--- config.mk ---
export PLATFORM = sky130hd
export DESIGN_NAME = bcpe_ram
export DESIGN_NICKNAME = d
export VERILOG_FILES = /design/src/design/bezier_curve_point_eval_macros.svh /design/src/design/bcpe_ram.sv
export SDC_FILE = /design/constraint.sdc
export NUM_CORES = 1
export LEC_CHECK = 0
export ABC_CLOCK_PERIOD_IN_PS = 3250
export BUFFER_PORTS_ARGS = -buffer_cell sky130_fd_sc_hd__clkbuf_2
export CAP_MARGIN = 40
export CORE_UTILIZATION = 39
export DETAILED_ROUTE_END_ITERATION = 16
export PLACE_DENSITY = 0.61
export SYNTH_ARGS = -nofsm -noshare
export SYNTH_HDL_FRONTEND = slang
export SYNTH_SLANG_ARGS = --single-unit
--- constraint.sdc ---
create_clock -name clk -period 3.25 [get_ports clk]
set_clock_uncertainty 0.15 [all_clocks]
set_input_delay 0.1625 -clock clk [delete_from_list [all_inputs] [get_ports clk]]
set_output_delay 0.1625 -clock clk [all_outputs]
set_load 0.02 [all_outputs]
--- src/design/bezier_curve_point_eval_macros.svh ---
// assertion helpers used by bezier_curve_point_eval
`ifndef BEZIER_CURVE_POINT_EVAL_MACROS_SVH
`define BEZIER_CURVE_POINT_EVAL_MACROS_SVH

`ifndef SYNTHESIS

// same-cycle implication, sampled on clk, off during reset
`define BCPE_ASSERT(lbl, ante, cons, msg) \
    lbl: assert property (@(posedge clk) disable iff (!rst_n) (ante) |-> (cons)) \
        else $error(msg);

// next-cycle implication, sampled on clk, off during reset
`define BCPE_ASSERT_NEXT(lbl, ante, cons, msg) \
    lbl: assert property (@(posedge clk) disable iff (!rst_n) (ante) |=> (cons)) \
        else $error(msg);

`else

`define BCPE_ASSERT(lbl, ante, cons, msg)
`define BCPE_ASSERT_NEXT(lbl, ante, cons, msg)

`endif

`endif

--- src/design/bcpe_ram.sv ---
module bcpe_ram #(
    parameter int WIDTH = 16,
    parameter int DEPTH = 32,
    parameter int AW    = (DEPTH > 1) ? $clog2(DEPTH) : 1
) (
    input  logic             clk,
    input  logic             we,
    input  logic [AW-1:0]    waddr,
    input  logic [WIDTH-1:0] wdata,
    input  logic             re,
    input  logic [AW-1:0]    raddr,
    output logic [WIDTH-1:0] rdata
);

    logic [WIDTH-1:0] mem [DEPTH];

    always_ff @(posedge clk)
    begin
        if (we)
        begin
            mem[waddr] <= wdata;
        end
        if (re)
        begin
            rdata <= mem[raddr];
        end
    end

endmodule

=== After elaboration in Yosys (flattened, before gate mapping) ===
Memory sizes are Yosys's and may differ from the RTL's. A register that Yosys moved wholly into a read port is not among the register bits.
Index checks and enable logic that the tools add are counted.
W data, S select, Z words.

* RAM bits: 512
* Memories kept: 1
* Logic and storage cells: 3
* Flip-flop bits (word level): 0

{| class="wikitable"
|+ Memory list
! name !! depth !! bits a word !! rd ports !! clocked after memory_dff !! wr ports !! RTL line !! source
|-
| mem || 32 || 16 || 1 || 1 || 1 || bcpe_ram.sv:15 || <nowiki>logic [WIDTH-1:0] mem [DEPTH];</nowiki>
|}

* Mux-type cells: 2

{| class="wikitable"
|+ Operators by type and width
! operator !! count
|-
| $mux W1 || 2
|}

=== Depth between registers and ports, before layout ===
* Word-level depth: 2
* Mapped depth: 8
* Gate-level depth less buffers: 5

=== Worst setup path after synthesis ===
Ideal clock, no wire load.

* Path type: input -> register
* Start point: input port waddr[1]
* End point: memory mem[12][0], enable pin
* Stages: 3
* Slack: 1197 ps
* Arrival: 1514 ps
* Setup time: 388 ps
* Cell sequence: or3b_2 clkbuf_1 nor2_1

{| class="wikitable"
|+ RTL lines
! what !! RTL line !! source
|-
| start: declaration || bcpe_ram.sv:8 || <nowiki>input logic [AW-1:0] waddr,</nowiki>
|-
| end: declaration || bcpe_ram.sv:15 ||
|}

No word-level cell before the write port.

==> results <==
- The flow ran to the end, and the final reports show no timing, DRC or antenna violations.
- Power spread over the standard cell area amounts to 608 mW/mm^2.
- The peak fanout along the critical path is 36.
- The starting utilization of the core area is 0.395.
- The main combinational cell family by area after synthesis is multiplexers.
- Counting the buffers created by CTS gives 53.
- The via count of the first global-routing pass is 10.5k.
- The critical path class is in -> reg.
- Row generation in the floorplan step produced 84 rows.
- Dividing the final minimum period by the clock period gives 0.652.
- The wire length of the first global-routing pass is roughly 72000 um.
- The worst register-to-register path has a setup slack of 1.25 ns.
- The total leakage power is 8.17 nW.
- The post-route non-filler standard cell count is about 2.0k.
- The post-synthesis adder-cell area fraction is 0.
- Entering global routing, the biggest net connects 56 pins.
- Global routing finished with a remaining overflow of 0.
- The minimum setup slack in the final design is 1.13 ns.
- The clock reaches the later pin of the worst-skew pair after 0.60 ns.
- The number of nets in the synthesized netlist is about 1.2k.
- The post-synthesis compound-gate area fraction is 0.0493.
- The data required time at the worst endpoint is 3.41 ns.
- The number of sinks driven by the clock tree is between 500 and 600.
- The number of nets with antenna violations after routing is 0.
- IR analysis of the VDD net gives a maximum drop of between 0.0004 and 0.0005 V.
- After synthesis, the share of cell area in mux cells is 0.124.
- In this design, the critical path's most frequently occurring cell is buf_12.
- For this run, the register share of the synthesized area comes to 0.766.
- The number of endpoints failing setup at the final stage is 0.
- The signal on the critical path passes through buf_8 -> buf_12 -> buf_12 -> buf_12 -> mux2i_1 -> a22o_1 -> nor3_1 -> a31oi_1 -> nand3_1.
- In this run the worst hold path is classified as in -> reg.
- In this run the critical register-to-register path is launched from mem[5][11].
- For hold timing, the worst endpoint is rdata[9].
- At the worst endpoint, the arrival time is 2.28 ns.
- After clock tree synthesis, the repair step resized 0 gates.
- The slowest cell on the critical path is a31oi_1.
- The number of iterations in the first detailed-routing pass is 5.
- The final critical-path required period is roughly 2.1 ns.
- The worst-case headroom to the max-slew limit is 0.388.
- The DRC violation count after routing is 0.
- The power after layout is about 14 mW.
- The final count of pins violating max slew is 0.
- The timing-limited maximum frequency is 472 MHz.
- The post-layout net count is between 1k and 1.5k.
- The post-placement setup slack is 0.486 ns.
- The total of flip-flops plus latches after synthesis is 528.
- STA classifies the critical path startpoint as an input pin.
- The die covers roughly 0.054 mm^2.
- Post-CTS timing repair inserted 0 buffers for setup.
- The area added between synthesis and finish is 13.5%.
- The endpoint identified for the worst register-to-register timing path is rdata[11].
- The placer congestion estimate is 0.811.
- The number of hold buffers added after CTS was 1.
- The die height is 232 um.
- The biggest area contributor in the post-synthesis netlist is edfxtp_1.
- The netlist area before placement is 0.0207 mm^2.
- The final count of hold timing violations is 0.
- On the worst path, the slowest cell contributes a delay of 0.36 ns.
- The region available for standard cell placement spans between 0.05 and 0.06 mm^2.
- The most instantiated flip-flop cell in the synthesis netlist is edfxtp_1.
- The synthesized area per cell is between 15 and 20 um^2.
- Using the TritonRoute via totals, the vias-per-cell ratio works out to 5.41.
- The transition time at the pin with the least slew margin is 0.918 ns.
- In the synthesized netlist, the cells that appear most often are 528 x edfxtp_1, 256 x mux2i_1, 64 x a22oi_1.
- The worst-case reg-to-reg path depth is 5.
- The cell with the most instances after synthesis is edfxtp_1.
- In the final layout, the share of cells above drive strength 1 is 0.144.
- The worst hold path was traced through 3 stages.
- In this run, synthesis inferred between 500 and 600 flip-flops with an integrated enable.
- The mean routed wirelength per cell is 25.0 um.
- The clock transition at the register clock pins on the worst setup and hold paths after CTS is 0.06 ns.
- The count of yosys warnings during synthesis is 0.
- The critical hold path startpoint is raddr[3].
- The first routing iteration left around 1.2k violations.
- The total routed wirelength is 49200 um.
- After synthesis, the share of flip-flops with an asynchronous set or reset is 0.
- The CTS H-tree depth is 2.
- The number of placed instances, taps included, is 1869.
- The repair_antennas step left the layout with diodes totalling 0.
- The sum of negative setup slack is 0 ns.
- The initial antenna violation count came to 3.
- In the post-synthesis netlist, the biggest area contributors are edfxtp_1 77%, mux2i_1 12%, a22oi_1 2.3%, a22o_1 1.4%, nand3_1 0.82%.
- Setup repair after global routing left no endpoint under its margin.
- TritonCTS built the clock tree.
- In the global route stage, overall resource usage came out at 0.184.
- Of the total synthesized cell area, the portion taken by AND, OR, NAND and NOR gates is 0.0346.
- The detailed router placed between 10k and 15k vias in this run.
- The area fraction of the dominant cell type after synthesis is 0.766.
- The post-synthesis cell count is 1143.
- Summed over all nets, the half-perimeter wirelength after detailed placement is 29200 um.
- The post-synthesis cell type count is 25.
- Pin placement for this block handled 45 I/O pins.
- STA classifies the critical path endpoint as a flip-flop.
- Counting along the longest clock path gives a buffer depth of 3.
- Max-cap violations in this run came to 0.
- The number of fillers in the final layout is about 4.5k.
- The die is around 230 um wide.
- The root buffer cell chosen for the clock tree is clkbuf_16.
- During placement, the flow inserted port buffers numbering 44.
- The xor and xnor area share after synthesis is 0.
==> how the worst max path moves through the flow <==
stage / endpoint / cells past startpoint / start
2_1_floorplan: mem[12][0] / 3 / waddr[1]
3_3_place_gp: rdata[0] / 9 / raddr[0]
6_report: rdata[0] / 9 / raddr[0]
5_1_grt: rdata[0] / 9 / raddr[0]
3_5_place_dp: rdata[0] / 9 / raddr[0]
4_1_cts: rdata[0] / 9 / raddr[0]
==> critical path, delay by kind of cell <==
| kind | cells | cell delay, ns |
|---|---|---|
| buf+inv | 4 | 0.98 |
| simple gates | 2 | 0.27 |
| compound gates | 2 | 0.60 |
| mux | 1 | 0.21 |
==> cells by family after synthesis <==
kind of cell / after synthesis
compound gates: 144
buf+inv: 67
flops: 528
mux: 256
simple gates: 148
==> placed cells by master, fill, tap and decap left out, types with 7 or more instances in the layout <==
cell	n
mux2i_1	256
a21oi_1	32
a22oi_1	64
nand4_1	16
clkbuf_2	43
a31oi_1	16
clkinv_1	14
nand2_1	33
nand3_1	34
clkbuf_16	54
clkinv_2	9
nor2_1	33
a22o_1	32
nor3_1	16
clkbuf_1	9
buf_12	7
edfxtp_1	528
buf_4	54
==> state kept, by name (all words and copies together), names as in the netlist <==
signal	cells
mem	512
rdata	16
==> cell type report <==
class	instances	area, um^2	share of cell area
flip-flops and latches	528	15900	0.675
multi-input cells	548	4320	0.184
clock buffers	63	1390	0.0590
well taps	688	861	0.0367
repair buffers	106	786	0.0335
clock inverters	32	277	0.0118
==> stage by stage <==
step	utilization	hold WS (ns)	cell area, um^2
6_report	0.448	0.0350	23500
5_1_grt	0.448	0.0214	23500
4_1_cts	0.448	0.0190	23500
3_5_place_dp	0.416	0.472	21800
3_3_place_gp	0.416	0.476	21800
2_1_floorplan	-	0.111	20700
==> power by group <==
part	total (mW)	switching, mW	internal, mW	leakage, nW
sequential	7.64	0.0350	7.60	4.77
combinational	0.774	0.530	0.243	2.59
clock	5.86	2.51	3.35	0.807
==> routing by layer <==
metal,global-route usage,wire length (um)
met4,0.0526,1100
met1,0.262,22000
met5,0,0
met2,0.287,22800
met3,0.0363,3360
Note: power is estimated with default switching activity, not from simulation.
